===== src/design/b64enc_pkg.sv =====
// shared types, constants and the sextet-to-character mapping of the base64 encoder
`timescale 1ns / 1ps
`default_nettype none

package b64enc_pkg;

    localparam logic [7:0] PAD_CHAR = 8'h3D;

    // number of real bytes in a group
    localparam logic [1:0] NB_ONE   = 2'd1;
    localparam logic [1:0] NB_TWO   = 2'd2;
    localparam logic [1:0] NB_THREE = 2'd3;

    // position of a character within its group
    localparam logic [1:0] POS_0 = 2'd0;
    localparam logic [1:0] POS_1 = 2'd1;
    localparam logic [1:0] POS_2 = 2'd2;
    localparam logic [1:0] POS_3 = 2'd3;

    // one group of up to three bytes; missing bytes are zero
    typedef struct packed {
        logic [7:0] x;
        logic [7:0] y;
        logic [7:0] z;
        logic [1:0] nbytes;
        logic       last;
    } t_group;

    // standard alphabet: A-Z, a-z, 0-9, '+', '/'
    function automatic logic [7:0] f_b64_char(input logic [5:0] v);
        logic [7:0] w;
        logic [7:0] c;
        begin
            w = {2'b00, v};
            if (v < 6'd26) begin
                c = w + 8'h41;
            end else if (v < 6'd52) begin
                c = w + 8'h47;
            end else if (v < 6'd62) begin
                c = w - 8'd4;
            end else if (v == 6'd62) begin
                c = 8'h2B;
            end else begin
                c = 8'h2F;
            end
            return c;
        end
    endfunction

endpackage

`default_nettype wire


===== src/design/b64enc_if.sv =====
// valid/ready channel interfaces for raw bytes in and characters out
`timescale 1ns / 1ps
`default_nettype none

interface b64enc_byte_if;
    logic       valid;
    logic       ready;
    logic [7:0] data_byte;
    logic       end_of_message;

    modport source (output valid, output data_byte, output end_of_message, input ready);
    modport sink   (input valid, input data_byte, input end_of_message, output ready);
endinterface

interface b64enc_char_if;
    logic       valid;
    logic       ready;
    logic [7:0] code_char;
    logic       final_char;

    modport source (output valid, output code_char, output final_char, input ready);
    modport sink   (input valid, input code_char, input final_char, output ready);
endinterface

`default_nettype wire


===== src/design/b64enc_front.sv =====
// front end: collects bytes into groups of up to three and pushes finished groups
`timescale 1ns / 1ps
`default_nettype none

module b64enc_front (
    input  wire                   i_clk,
    input  wire                   i_rst_n,
    b64enc_byte_if.sink           i_in,
    input  wire                   i_q_full,
    output logic                  o_q_push,
    output b64enc_pkg::t_group    o_q_data
);

    logic [7:0] r_held0, n_held0;
    logic [7:0] r_held1, n_held1;
    logic [1:0] r_count, n_count;
    logic       w_accept;

    assign i_in.ready = ~i_q_full;
    assign w_accept   = i_in.valid & ~i_q_full;

    always_comb begin
        n_held0  = r_held0;
        n_held1  = r_held1;
        n_count  = r_count;
        o_q_push = 1'b0;
        o_q_data = '0;
        o_q_data.last = i_in.end_of_message;
        case (r_count)
            2'd0: begin
                o_q_data.x      = i_in.data_byte;
                o_q_data.nbytes = b64enc_pkg::NB_ONE;
            end
            2'd1: begin
                o_q_data.x      = r_held0;
                o_q_data.y      = i_in.data_byte;
                o_q_data.nbytes = b64enc_pkg::NB_TWO;
            end
            default: begin
                o_q_data.x      = r_held0;
                o_q_data.y      = r_held1;
                o_q_data.z      = i_in.data_byte;
                o_q_data.nbytes = b64enc_pkg::NB_THREE;
            end
        endcase
        if (w_accept) begin
            if (r_count == 2'd0 && !i_in.end_of_message) begin
                n_held0 = i_in.data_byte;
                n_count = 2'd1;
            end else if (r_count == 2'd1 && !i_in.end_of_message) begin
                n_held1 = i_in.data_byte;
                n_count = 2'd2;
            end else begin
                o_q_push = 1'b1;
                n_count  = 2'd0;
            end
        end
    end

    always_ff @(posedge i_clk) begin
        if (!i_rst_n) begin
            r_count <= 2'd0;
        end else begin
            r_count <= n_count;
        end
    end

    always_ff @(posedge i_clk) begin
        r_held0 <= n_held0;
        r_held1 <= n_held1;
    end

endmodule

`default_nettype wire


===== src/design/b64enc_fifo.sv =====
// two-entry queue of byte groups between front and back
`timescale 1ns / 1ps
`default_nettype none

module b64enc_fifo (
    input  wire                   i_clk,
    input  wire                   i_rst_n,
    input  wire                   i_push,
    input  b64enc_pkg::t_group    i_data,
    input  wire                   i_pop,
    output logic                  o_full,
    output logic                  o_valid,
    output b64enc_pkg::t_group    o_data
);

    b64enc_pkg::t_group r_mem [2];
    logic       r_wr_ptr;
    logic       r_rd_ptr;
    logic [1:0] r_fill;

    assign o_full  = (r_fill == 2'd2);
    assign o_valid = (r_fill != 2'd0);
    assign o_data  = r_mem[r_rd_ptr];

    always_ff @(posedge i_clk) begin
        if (i_push) begin
            r_mem[r_wr_ptr] <= i_data;
        end
    end

    always_ff @(posedge i_clk) begin
        if (!i_rst_n) begin
            r_wr_ptr <= 1'b0;
            r_rd_ptr <= 1'b0;
            r_fill   <= 2'd0;
        end else begin
            if (i_push) begin
                r_wr_ptr <= ~r_wr_ptr;
            end
            if (i_pop) begin
                r_rd_ptr <= ~r_rd_ptr;
            end
            case ({i_push, i_pop})
                2'b10:   r_fill <= r_fill + 2'd1;
                2'b01:   r_fill <= r_fill - 2'd1;
                default: r_fill <= r_fill;
            endcase
        end
    end

endmodule

`default_nettype wire


===== src/design/b64enc_back.sv =====
// back end: walks a group through its four characters into the output register
`timescale 1ns / 1ps
`default_nettype none

module b64enc_back (
    input  wire                   i_clk,
    input  wire                   i_rst_n,
    input  wire                   i_q_valid,
    input  b64enc_pkg::t_group    i_q_data,
    output logic                  o_q_pop,
    b64enc_char_if.source         o_out
);

    b64enc_pkg::t_group r_grp;
    logic       r_have;
    logic [1:0] r_idx;
    logic       r_ovalid;
    logic [7:0] r_char;
    logic       r_final;

    logic       w_adv;
    logic [5:0] w_sextet;
    logic       w_pad;
    logic [7:0] w_char;
    logic       w_final;

    assign w_adv   = r_have & (~r_ovalid | o_out.ready);
    assign o_q_pop = i_q_valid & (~r_have | (w_adv & (r_idx == b64enc_pkg::POS_3)));

    always_comb begin
        case (r_idx)
            b64enc_pkg::POS_0: w_sextet = r_grp.x[7:2];
            b64enc_pkg::POS_1: w_sextet = {r_grp.x[1:0], r_grp.y[7:4]};
            b64enc_pkg::POS_2: w_sextet = {r_grp.y[3:0], r_grp.z[7:6]};
            default:           w_sextet = r_grp.z[5:0];
        endcase
        w_pad = ((r_idx == b64enc_pkg::POS_2) && (r_grp.nbytes == b64enc_pkg::NB_ONE)) ||
                ((r_idx == b64enc_pkg::POS_3) && (r_grp.nbytes != b64enc_pkg::NB_THREE));
        w_char  = w_pad ? b64enc_pkg::PAD_CHAR : b64enc_pkg::f_b64_char(w_sextet);
        w_final = (r_idx == b64enc_pkg::POS_3) & r_grp.last;
    end

    always_ff @(posedge i_clk) begin
        if (!i_rst_n) begin
            r_have   <= 1'b0;
            r_idx    <= b64enc_pkg::POS_0;
            r_ovalid <= 1'b0;
        end else begin
            if (o_q_pop) begin
                r_have <= 1'b1;
                r_idx  <= b64enc_pkg::POS_0;
            end else if (w_adv) begin
                r_idx <= r_idx + 2'd1;
                if (r_idx == b64enc_pkg::POS_3) begin
                    r_have <= 1'b0;
                end
            end
            if (w_adv) begin
                r_ovalid <= 1'b1;
            end else if (o_out.ready) begin
                r_ovalid <= 1'b0;
            end
        end
    end

    always_ff @(posedge i_clk) begin
        if (o_q_pop) begin
            r_grp <= i_q_data;
        end
        if (w_adv) begin
            r_char  <= w_char;
            r_final <= w_final;
        end
    end

    assign o_out.valid      = r_ovalid;
    assign o_out.code_char  = r_char;
    assign o_out.final_char = r_final;

endmodule

`default_nettype wire


===== src/design/base64_stream_encoder.sv =====
// top level of the streaming base64 encoder
//
// usage:
//   i_in  : byte requests (data_byte, end_of_message), valid/ready handshake
//   o_out : character requests (code_char, final_char), valid/ready handshake
// the front collects bytes; every third byte, or any byte flagged as end of
// message, closes a group that goes into a two-entry queue. the back expands
// each group into four characters, one per cycle while the receiver is
// ready, through a single output register; short groups are padded with '='
// and the fourth character of a message-ending group carries final_char.
// path: the byte that closes a group is written into the queue, the group is
// then loaded into the back end's group register, and its characters are
// registered in the output register. throughput: the output register moves
// one character per cycle while the receiver is ready; the queue lets the
// front take in new bytes while the back is still expanding a group. bytes
// that only get held are accepted every cycle while the queue has room.
// reset: synchronous active-low i_rst_n empties the held bytes, the queue
// and the output register.
// receiver stall: the output holds its character; the queue fills, then
// i_in.ready drops until a group is taken by the back end.
`timescale 1ns / 1ps
`default_nettype none

module base64_stream_encoder (
    input  wire             i_clk,
    input  wire             i_rst_n,
    b64enc_byte_if.sink     i_in,
    b64enc_char_if.source   o_out
);

    logic               w_q_full;
    logic               w_q_push;
    b64enc_pkg::t_group w_q_wdata;
    logic               w_q_pop;
    logic               w_q_valid;
    b64enc_pkg::t_group w_q_rdata;

    // byte collection and group classification
    b64enc_front u_front (
        .i_clk    (i_clk),
        .i_rst_n  (i_rst_n),
        .i_in     (i_in),
        .i_q_full (w_q_full),
        .o_q_push (w_q_push),
        .o_q_data (w_q_wdata)
    );

    // decouples byte intake from character output
    b64enc_fifo u_fifo (
        .i_clk   (i_clk),
        .i_rst_n (i_rst_n),
        .i_push  (w_q_push),
        .i_data  (w_q_wdata),
        .i_pop   (w_q_pop),
        .o_full  (w_q_full),
        .o_valid (w_q_valid),
        .o_data  (w_q_rdata)
    );

    // character sequencing and output register
    b64enc_back u_back (
        .i_clk     (i_clk),
        .i_rst_n   (i_rst_n),
        .i_q_valid (w_q_valid),
        .i_q_data  (w_q_rdata),
        .o_q_pop   (w_q_pop),
        .o_out     (o_out)
    );

endmodule

`default_nettype wire

===== src/flat_wrapper.sv =====
// flat-port wrapper written by rule: the top's interface ports become plain ports
module base64_stream_encoder_flat 
  (i_clk, i_rst_n, i_in_valid, i_in_data_byte, i_in_end_of_message, i_in_ready, o_out_valid, o_out_code_char, o_out_final_char, o_out_ready);
  b64enc_byte_if i_in_i ();
  b64enc_char_if o_out_i ();
  input  wire i_clk;
  input  wire i_rst_n;
  input wire logic [$bits(i_in_i.valid)-1:0] i_in_valid;
  input wire logic [$bits(i_in_i.data_byte)-1:0] i_in_data_byte;
  input wire logic [$bits(i_in_i.end_of_message)-1:0] i_in_end_of_message;
  output wire logic [$bits(i_in_i.ready)-1:0] i_in_ready;
  output wire logic [$bits(o_out_i.valid)-1:0] o_out_valid;
  output wire logic [$bits(o_out_i.code_char)-1:0] o_out_code_char;
  output wire logic [$bits(o_out_i.final_char)-1:0] o_out_final_char;
  input wire logic [$bits(o_out_i.ready)-1:0] o_out_ready;
  assign i_in_i.valid = i_in_valid;
  assign i_in_i.data_byte = i_in_data_byte;
  assign i_in_i.end_of_message = i_in_end_of_message;
  assign i_in_ready = i_in_i.ready;
  assign o_out_valid = o_out_i.valid;
  assign o_out_code_char = o_out_i.code_char;
  assign o_out_final_char = o_out_i.final_char;
  assign o_out_i.ready = o_out_ready;
  base64_stream_encoder u_core (.i_clk(i_clk), .i_rst_n(i_rst_n), .i_in(i_in_i), .o_out(o_out_i));
endmodule

===== config.mk =====
export PLATFORM = sky130hd
export DESIGN_NAME = base64_stream_encoder_flat
export DESIGN_NICKNAME = d
export VERILOG_FILES = /design/src/design/b64enc_pkg.sv /design/src/design/b64enc_if.sv /design/src/design/b64enc_front.sv /design/src/design/b64enc_fifo.sv /design/src/design/b64enc_back.sv /design/src/design/base64_stream_encoder.sv /design/src/flat_wrapper.sv
export SDC_FILE = /design/constraint.sdc
export NUM_CORES = 1
export LEC_CHECK = 0
export BUFFER_PORTS_ARGS = -buffer_cell sky130_fd_sc_hd__buf_2
export CAP_MARGIN = 20
export CORE_UTILIZATION = 50
export CTS_CLUSTER_DIAMETER = 100
export CTS_CLUSTER_SIZE = 8
export DETAILED_ROUTE_END_ITERATION = 6
export PLACE_DENSITY_LB_ADDON = 0.12
export SYNTH_ARGS = -nofsm -noshare
export SYNTH_HDL_FRONTEND = slang
export SYNTH_SLANG_ARGS = --single-unit

===== constraint.sdc =====
create_clock -name i_clk -period 4.07 [get_ports i_clk]
set_input_delay 0 -clock i_clk [delete_from_list [all_inputs] [get_ports i_clk]]
set_output_delay 0 -clock i_clk [all_outputs]
set_load 0.05 [all_outputs]

# ---- Yosys cells after proc, flatten, opt, wreduce, memory -nomap -nowiden
# Memories as Yosys holds them, arrays and structs flattened. A register that Yosys moved wholly into a read port is not among the register bits.
# Index checks and enable logic that the tools add are counted.
dict set report totals {
  regBits 35
  mem_bits_rw 54
  inputBits 13
  out_inout_bits 11
  memories 1
}
# memory depth width rd rd_clocked_by_memory_dff wr line_no
set memory_table {}
lappend memory_table {u_core.u_fifo.r_mem 2 27 1 1 1 b64enc_fifo.sv:16} ;# b64enc_pkg::t_group r_mem [2];
dict set report classes {
  add_sub_neg 6
  magnitude_cmp 3
  n_eq_ne 10
  mux 22
  n_bitwise 14
  n_reduce_logical 18
}
# operator n
set ops {}
lappend ops {{$mux 8} 5}
lappend ops {{$pmux 6 s3} 1}
lappend ops {{$add 6x7->8 const B} 2}
lappend ops {{$pmux 8 s2} 1}
lappend ops {{$lt 6x6->1 const B} 2}
lappend ops {{$mux 1} 10}
lappend ops {{$reduce_bool 2->1} 5}
lappend ops {{$eq 2x1->1 const B} 4}
lappend ops {{$eq 2x2->1 const B} 4}
lappend ops {{$pmux 2 s2} 2}
lappend ops {{$not 1->1} 7}
lappend ops {{$sub 6x3->7 const B} 1}
lappend ops {{$eq 6x6->1 const B} 1}
lappend ops {{$lt 6x5->1 const B} 1}
lappend ops {{$and 1x1->1} 5}
lappend ops {{$add 2x1->2 const B} 2}
lappend ops {{$logic_and 1x1->1} 4}
lappend ops {{$logic_not 2->1} 2}
lappend ops {{$mux 2} 2}
lappend ops {{$reduce_and 2->1} 2}
lappend ops {{$reduce_or 2->1} 2}
lappend ops {{$mux 3} 1}
lappend ops {{$reduce_and 3->1} 1}
lappend ops {{$ne 2x2->1 const B} 1}
lappend ops {{4 further kinds} 5}

# ---- Logic depth before layout (Yosys ltp)
# Gate-level depths: netlist of run 1.
dict set report depth {
  depth_word 8
  ltp_mapped 9
}

# ---- Cells and area by module
# From an unflattened synthesis of run 1, not the netlist that was laid out.
dict set report unflattened {
  hier_cells 310
  hier_area_um2 4934.7
}
# mod instances cells_each area_per_inst_um2 seq_area_each_um2
set by_module_without_submodules {}
lappend by_module_without_submodules {b64enc_fifo 1 106 2162.1 1721.7}
lappend by_module_without_submodules {b64enc_back 1 143 1880.6 1161.1}
lappend by_module_without_submodules {b64enc_front 1 61 892.1 520.5}

# ---- Worst setup path before layout of run 1
# Ideal clock, no wire load.
dict set report synth_path {
  path_type {register to register}
  start {register u_core.u_back.r_idx[1]}
  end {register u_core.u_fifo.r_fill[1]}
  setup_time_ns 0.076
  arrival_time_ns 3.084
  path_slack_ns 0.910
  stages_incl_launch_ff 8
  period_less_slack_ns 3.160
  path_cell_list {dfxtp_1 > ha_1 > buf_2 > a21oi_1 > nor2_1 > ha_1 > or3_1 > a21boi_0}
}
dict set report synth_between {
  elab_chain_cells 6
  word_cells_on_any_way 8
  classes_between {eq/ne (3); mux (1); bitwise (3); reduce/logical (1)}
}
# element line_no
set synth_rtl {}
lappend synth_rtl {{start, declared} b64enc_back.sv:16} ;# logic [1:0] r_idx;
lappend synth_rtl {{start signal, assigned} b64enc_back.sv:46} ;# r_idx <= b64enc_pkg::POS_0;
lappend synth_rtl {{start signal, assigned} b64enc_back.sv:51} ;# r_idx <= b64enc_pkg::POS_0;
lappend synth_rtl {{start signal, assigned} b64enc_back.sv:53} ;# r_idx <= r_idx + 2'd1;
lappend synth_rtl {{$eq 2x2->1 *} b64enc_back.sv:28} ;# assign o_q_pop = i_q_valid & (~r_have | (w_adv & (r_idx == b64enc_pkg::POS_3)));
lappend synth_rtl {{$and 1x1->1 *} b64enc_back.sv:28}
lappend synth_rtl {{$or 1x1->1 *} b64enc_back.sv:28}
lappend synth_rtl {{$and 1x1->1 *} b64enc_back.sv:28}
lappend synth_rtl {{net u_core.u_back.o_q_pop} b64enc_back.sv:10} ;# output logic o_q_pop,
lappend synth_rtl {{$eq 2x1->1 or $eq 2x2->1 (tied branches)} b64enc_fifo.sv:43} ;# case ({i_push, i_pop})
lappend synth_rtl {{$pmux 2 s2 or $reduce_bool 2->1 (tied branches)} n/a}
lappend synth_rtl {{end signal, assigned} b64enc_fifo.sv:44} ;# 2'b10: r_fill <= r_fill + 2'd1;
lappend synth_rtl {{end signal, assigned} b64enc_fifo.sv:45} ;# 2'b01: r_fill <= r_fill - 2'd1;
lappend synth_rtl {{end signal, assigned} b64enc_fifo.sv:46} ;# default: r_fill <= r_fill;
lappend synth_rtl {{end, declared} b64enc_fifo.sv:19} ;# logic [1:0] r_fill;
# The timed path passes the listed nets; every way through them passes the cells marked *.
# A chain may end at the register's enable or synchronous reset.

# ---- Worst setup path after layout of run 1
dict set report layout_path {
  start {register u_core.u_back.r_idx[1]}
  end {register u_core.u_back.r_char[2], in the netlist u_core.u_back.o_out.code_char[2] (data pin)}
}
dict set report layout_between {
  elab_chain_cells 7
  word_cells_on_any_way 19
  classes_between {add/sub (3); order compare (3); eq/ne (4); mux (5); reduce/logical (4)}
}
# element line_no
set layout_rtl {}
lappend layout_rtl {{parallel branches: the longest is 7 deep, another holds $sub 6x3->7} n/a}
lappend layout_rtl {{end signal, assigned} b64enc_back.sv:71} ;# r_char <= w_char;
lappend layout_rtl {{end, declared} b64enc_back.sv:18} ;# logic [7:0] r_char;
# Parallel ways; which one is timed is not known.

==> metrics.txt, run 1 <==
outcome completed; max incr delay on CP 0.88 ns; part of the Yosys area used for sequential elements 71.18%; Tmin final 2.912 ns; CTS max path bufs 2; Post-DP HPWL 5143 um; GR peak layer met2; ANT cells 0; synth unique cells 43; M3 GR Usage 5.762%; Primary FF master, synth edfxtp_1; RR Startpoint u_core.u_back.r_idx[1]$_SDFFE_PP0P_; final setup fails 0; Final Cell Area 0.005758 mm2; Slew HR 32.79%; Min-Delay Endpoint u_core.u_front.r_held0[6]$_DFFE_PP_; Synth Instances 298; DP Cell Count 445; CP endpoint kind register; # DRC 0; period utilization 71.54%; FILL cells 679; initial antenna violation count 0; die area 0.009900 mm2; final cell count without fillers 490; global-route met1 utilization 23.11%; H-tree depth 4; First-pass DRT Iterations 4; CTS buffer count 17; Chip Height 99.50 um; final antenna-violating net count 0; Max VDD drop 0.3979 mV; largest net degree at the start of global routing 30; commonest non-fill, non-tap cell in the layout edfxtp_1; Resized Gates After CTS 0; syn nets 318; main combinational cell family by area after synthesis multiplexers; CP required 4.32 ns; Simple-Gate Fraction of Synth Area 4.949%; Worst Hold Class in2reg; syn avg cell area 15.95 um2; number of global-route vias before repair 2674; Tot GR Track Use 18.46%; Layout area overhead 21.14%; Initial Util 51.44%; crit start category register; Port Buffers 23; Async S/R FF share, synth 0%; Core Region 0.009240 mm2; DRT Wirelength 8081 um; Post-CTS Setup Bufs 0; fin. max-slew vios 0; synthesized cell area 0.004753 mm2; Row Count 35; root buffer cell clkbuf_8; dpl cell area 0.005035 mm2; Largest delay share family, worst path multiplexers; flop-to-flop setup slack 1.16 ns; FF/Latch Area 0.003383 mm2; CTS clk-pin slew, worst paths 0.06 ns; Synth Area in Compound Gates 8.371%; Vias/cell 5.286; Worst Path Arrival 3.16 ns; Slowest-stage cell, CP mux2i_1; FF+latch count, synth 116; First DRT Iteration DRCs 195; Max Clock Skew 0.01075 ns; clk_lat worst skew 0.51 ns; Post-synth EDFFs 106; Highest Clock Rate 0.3434 GHz; post-synthesis mux area share 10.45%; Crit path buffers/inverters 0; wire length per cell 16.49 um; Adder-Cell Fraction of Synth Area 1.843%; area occupied by multi-input gates 0.001277 mm2; Hold Crit Depth 2; Worst-Margin Slew 0.9801 ns; CTS tree done; power density over the cells 792.1 mW/mm2; first-pass GRT wire length 13280 um; Post-Synth XOR/XNOR Area 0.9213%; Leak Pwr 2.034 nW; reg-to-reg critical path endpoint u_core.u_back.o_out.code_char[2]$_SDFFCE_PP1P_; hold wc startpoint i_in_data_byte[6]; FF-to-FF path depth 5; RSZ-0062 raised after global routing false; most frequent cells in the layout edfxtp_1 (106), mux2_2 (37), buf_2 (23); Total Neg Setup Slack 0 ns; Hold Violations, Final 0; IO Count 24; Die X 99.50 um; GPL Wtd Cong 0.7942; kind of critical path reg2reg; via count 2590; nets 368; Overflow after GRT 0; M2 GR Usage 29.43%; Power, Total 4.561 mW; CTS Sinks 116; crit path max fanout 14; max cap viols 0; share of layout cells above drive strength 1 28.81%; Critical Path, Cell by Cell ha_1 -> mux2i_1 -> a21oi_1 -> a311o_1 -> a221o_1; Yosys warning count 0
==> state kept, by name (all words and copies together), names as in the netlist, 2 cells and up <==
signal,cells
u_core.u_front.r_count,2
u_core.u_front.r_held0,8
u_core.u_back.r_grp,27
u_core.u_front.r_held1,8
u_core.u_fifo.r_mem,54
u_core.u_back.r_idx,2
u_core.u_fifo.r_fill,2
u_core.u_back.o_out.code_char,8
==> cell type report <==
class,instances,area share [%]
tap,129,2.803
sequential,116,58.76
timing repair buffer,41,4.867
multi-input combinational,156,22.19
clock inverter,15,3.151
inverter,16,1.043
clock buffer,17,7.193
==> cells by family after synthesis <==
kind of cell,Yosys count
AO/OA/AOI/OAI,53
XOR/XNOR,5
adder cells (fa/ha/maj),7
buffers and inverters,26
flip-flops,116
multiplexers,44
other,1
AND/OR/NAND/NOR,46
==> per-layer routing <==
metal / share of wire, % / vias to the layer above
li1: - / 1256
met1: 45 / 1255
met2: 49 / 66
met3: 3.7 / 13
met4: 1.6 / 0
met5: 0 / -
==> worst max path at each step <==
stage,start,to,slack [ns],depth (start not counted)
floorplan,u_core.u_back.r_idx[1]$_SDFFE_PP0P_,u_core.u_fifo.r_fill[1]$_SDFFE_PN0P_,0.91,7
global placement,u_core.u_back.r_idx[1]$_SDFFE_PP0P_,u_core.u_back.o_out.code_char[2]$_SDFFCE_PP1P_,1.32,5
detailed placement,u_core.u_back.r_idx[1]$_SDFFE_PP0P_,u_core.u_back.o_out.code_char[2]$_SDFFCE_PP1P_,1.12,5
CTS,u_core.u_back.r_idx[1]$_SDFFE_PP0P_,u_core.u_back.o_out.code_char[2]$_SDFFCE_PP1P_,1.11,5
global route,u_core.u_back.r_idx[1]$_SDFFE_PP0P_,u_core.u_back.o_out.code_char[2]$_SDFFCE_PP1P_,0.96,5
finish,u_core.u_back.r_idx[1]$_SDFFE_PP0P_,u_core.u_back.o_out.code_char[2]$_SDFFCE_PP1P_,1.16,5
==> per-stage QoR <==
stage                     hold slack (ns)  setup WS, ns  util (%)
after floorplan                   0.09887        0.9100         -
after global placement             0.2349         1.322     54.49
after detailed placement           0.2416         1.120     54.49
after CTS                          0.2390         1.109     62.23
after global routing               0.2525        0.9617     62.32
final                              0.2681         1.158     62.32
==> repair_timing <==
item | in CTS | in global routing
endpoints found under the hold margin | 76 | 0
setup endpoints to repair | 0 | 0
hold buffers | 12 | 0
==> synth_stat cells, types with 6 or more instances <==
master | n | share of area (%)
dfxtp_1 | 10 | 4.2
a21oi_1 | 12 | 1.3
a22o_1 | 10 | 1.8
o21ai_0 | 6 | 0.63
nor3_1 | 6 | 0.63
a222oi_1 | 6 | 1.3
ha_1 | 7 | 1.8
inv_1 | 16 | 1.3
clkbuf_1 | 6 | 0.47
nor2_1 | 9 | 0.71
and2_1 | 12 | 1.6
nand2_1 | 8 | 0.63
edfxtp_1 | 106 | 67
mux2_2 | 37 | 8.8
==> where the power goes <==
| part | leakage [nW] | internal [mW] | total (mW) | switching [mW] |
|---|---|---|---|---|
| registers | 1.06 | 1.66 | 1.76 | 0.0996 |
| clock network | 0.277 | 0.934 | 1.46 | 0.530 |
| logic | 0.697 | 0.497 | 1.34 | 0.844 |
Note: power is estimated with default switching activity, not from simulation.
==> inputs of run 2 (changes only) <==
==> constraint.sdc (replaced) <==
create_clock -name i_clk -period 2.8 [get_ports i_clk]
set_input_delay 0 -clock i_clk [delete_from_list [all_inputs] [get_ports i_clk]]
set_output_delay 0 -clock i_clk [all_outputs]
set_load 0.05 [all_outputs]
==> run 2 against run 1 <==
Effect of this change: final area grew 1.0%; final cell count up 1.0%; clock power increased by 51%; sequential power is 44% higher; largest cell class unchanged; utilization grew 0.65 points; non-clock buffer count grew 5; die area did not move; global-route usage grew 0.081 points; power is 48% higher.
==> metrics.txt, run 2 (synthesis gave the netlist of run 1 again) <==
outcome completed; largest net degree at the start of global routing 29 (-3.3%); Tot GR Track Use 18.54% (+0.081 points); crit start category register; First DRT Iteration DRCs 197 (+1.0%); die area 0.009900 mm2 (unchanged); Vias/cell 5.251 (-0.67%); clk_lat worst skew 0.51 ns (about the same); CTS Sinks 116 (unchanged); Tmin final 2.630 ns (-0.2823 ns); most frequent cells in the layout edfxtp_1 (106), mux2_2 (36), buf_2 (23); Die X 99.50 um (unchanged); Hold Violations, Final 0 (unchanged); Power, Total 6.737 mW (+48%); First-pass DRT Iterations 5 (+1); CTS clk-pin slew, worst paths 0.06 ns (about the same); final antenna-violating net count 0 (unchanged); Slew HR 46.28% (+13 points); kind of critical path reg2reg; Highest Clock Rate 0.3803 GHz (+11%); Regs by FF count u_core.u_fifo.r_mem: 54 flops, u_core.u_back.r_grp: 27 flops; CTS buffer count 17 (unchanged); Hold Crit Depth 2 (unchanged); Max Clock Skew 0.008400 ns (-0.002353 ns); number of global-route vias before repair 2602 (-2.7%); Core Region 0.009240 mm2 (unchanged); Min-Delay Endpoint u_core.u_front.r_held0[5]$_DFFE_PP_; share of layout cells above drive strength 1 29.78% (+0.97 points); worst setup path start u_core.u_back.r_idx[0]$_SDFFE_PP0P_; Max VDD drop 0.5132 mV (+29%); reg-to-reg critical path endpoint u_core.u_back.o_out.code_char[2]$_SDFFCE_PP1P_; initial antenna violation count 0 (unchanged); commonest non-fill, non-tap cell in the layout edfxtp_1; Leak Pwr 2.079 nW (+2.3%); FF-to-FF path depth 8 (+3); RSZ-0062 raised after global routing false; Worst Path Arrival 2.89 ns (-0.27 ns); Layout area overhead 22.40%; Row Count 35 (unchanged); CP required 3.06 ns (-1.26 ns); number of flip-flops in the largest register 54 (unchanged); power density over the cells 1158 mW/mm2 (+46%); DRT Wirelength 8208 um (+1.6%); Worst-Margin Slew 0.7834 ns (-0.1966 ns); IO Count 24 (unchanged); first-pass GRT wire length 13250 um (-0.20%); Port Buffers 23 (unchanged); Post-DP HPWL 5180 um (+0.71%); Total Neg Setup Slack 0 ns (unchanged); wire length per cell 16.58 um (+0.55%); max cap viols 0 (unchanged); CTS tree done; final setup fails 0 (unchanged); Initial Util 51.44% (unchanged); period utilization 93.91% (+22 points); fin. max-slew vios 0 (unchanged); Worst Hold Class in2reg; RR Startpoint u_core.u_back.r_idx[0]$_SDFFE_PP0P_; # DRC 0 (unchanged); CP endpoint kind register; register with the most flip-flops u_core.u_fifo.r_mem; H-tree depth 4 (unchanged); Overflow after GRT 0 (unchanged); Chip Height 99.50 um (unchanged); root buffer cell clkbuf_8; hold wc startpoint i_in_data_byte[5]; crit path max fanout 12 (-2); nets 373 (+1.4%); via count 2599 (+0.35%); ANT cells 0 (unchanged); flop-to-flop setup slack 0.17 ns (-0.99 ns); CTS max path bufs 2 (unchanged); GPL Wtd Cong 0.7648 (-3.7%)
[run 2: cell types whose count changed in the layout (fill, tap and decap cells not counted), sizes merged]
cell	delta
buf	+5
clkinvlp	-2
bufinv	+1
clkinv	+1
[run 2: repair_timing]
action | CTS | global route
gates resized for setup | 0 | 1
endpoints found under the hold margin | 76 | 0
hold buffers | 12 | 0
setup buffers | 0 | 0
setup endpoints to repair | 0 | 1
[run 2: worst max-delay path, cell delays in order, from the launching register on]
cell      delay (ns)
dfxtp_1         0.36
inv_1           0.09
ha_1            0.29
a222oi_1        0.37
mux2_4          0.30
ha_1            0.26
a21oi_1         0.06
a311o_1         0.34
a221o_1         0.31
[run 2: how the worst max path moves through the flow]
stage                                                      to  slack [ns]  cells after the start
3_5_place_dp   u_core.u_back.o_out.code_char[2]$_SDFFCE_PP1P_        0.11                      8
6_report       u_core.u_back.o_out.code_char[2]$_SDFFCE_PP1P_        0.17                      8
2_1_floorplan             u_core.u_fifo.r_mem[0][0]$_DFFE_PP_        0.04                      3
4_1_cts        u_core.u_back.o_out.code_char[2]$_SDFFCE_PP1P_         0.1                      8
5_1_grt        u_core.u_back.o_out.code_char[2]$_SDFFCE_PP1P_        0.03                      8
3_3_place_gp   u_core.u_back.o_out.code_char[2]$_SDFFCE_PP1P_        0.22                      8
[run 2: cell type report]
cell class / count / area (um2)
inverters: 16 / 60.06
clock buffers: 17 / 414.1
multi-input cells: 156 / 1276
fillers: 671 / 3422
well taps: 129 / 161.4
repair buffers: 46 / 317.8
flip-flops and latches: 116 / 3383
clock inverters: 15 / 205.2
[run 2: where the power goes]
part           internal (mW)  switching [mW]
clock network           1.45           0.762
logic                  0.749            1.25
registers               2.41           0.122
[run 2: per-stage QoR]
step / setup slack, ns / instance area [um2] / util (%) / hold WS (ns) / instances
after detailed placement: 0.1104 / 5075 / 54.92 / 0.2382 / 451
after global routing: 0.03335 / 5818 / 62.97 / 0.2561 / 495
after CTS: 0.09850 / 5814 / 62.92 / 0.2273 / 495
final: 0.1704 / 5818 / 62.97 / 0.2477 / 495
after global placement: 0.2211 / 5075 / 54.92 / 0.2367 / 451
after floorplan: 0.04262 / 4756 / - / 0.09887 / 298
[run 2: metal layers]
metal,global-route usage [%],part of all wire [%]
met1,23.35,47
met2,30.07,49
met3,5.060,2.5
met4,8.484,1.5
met5,0,0
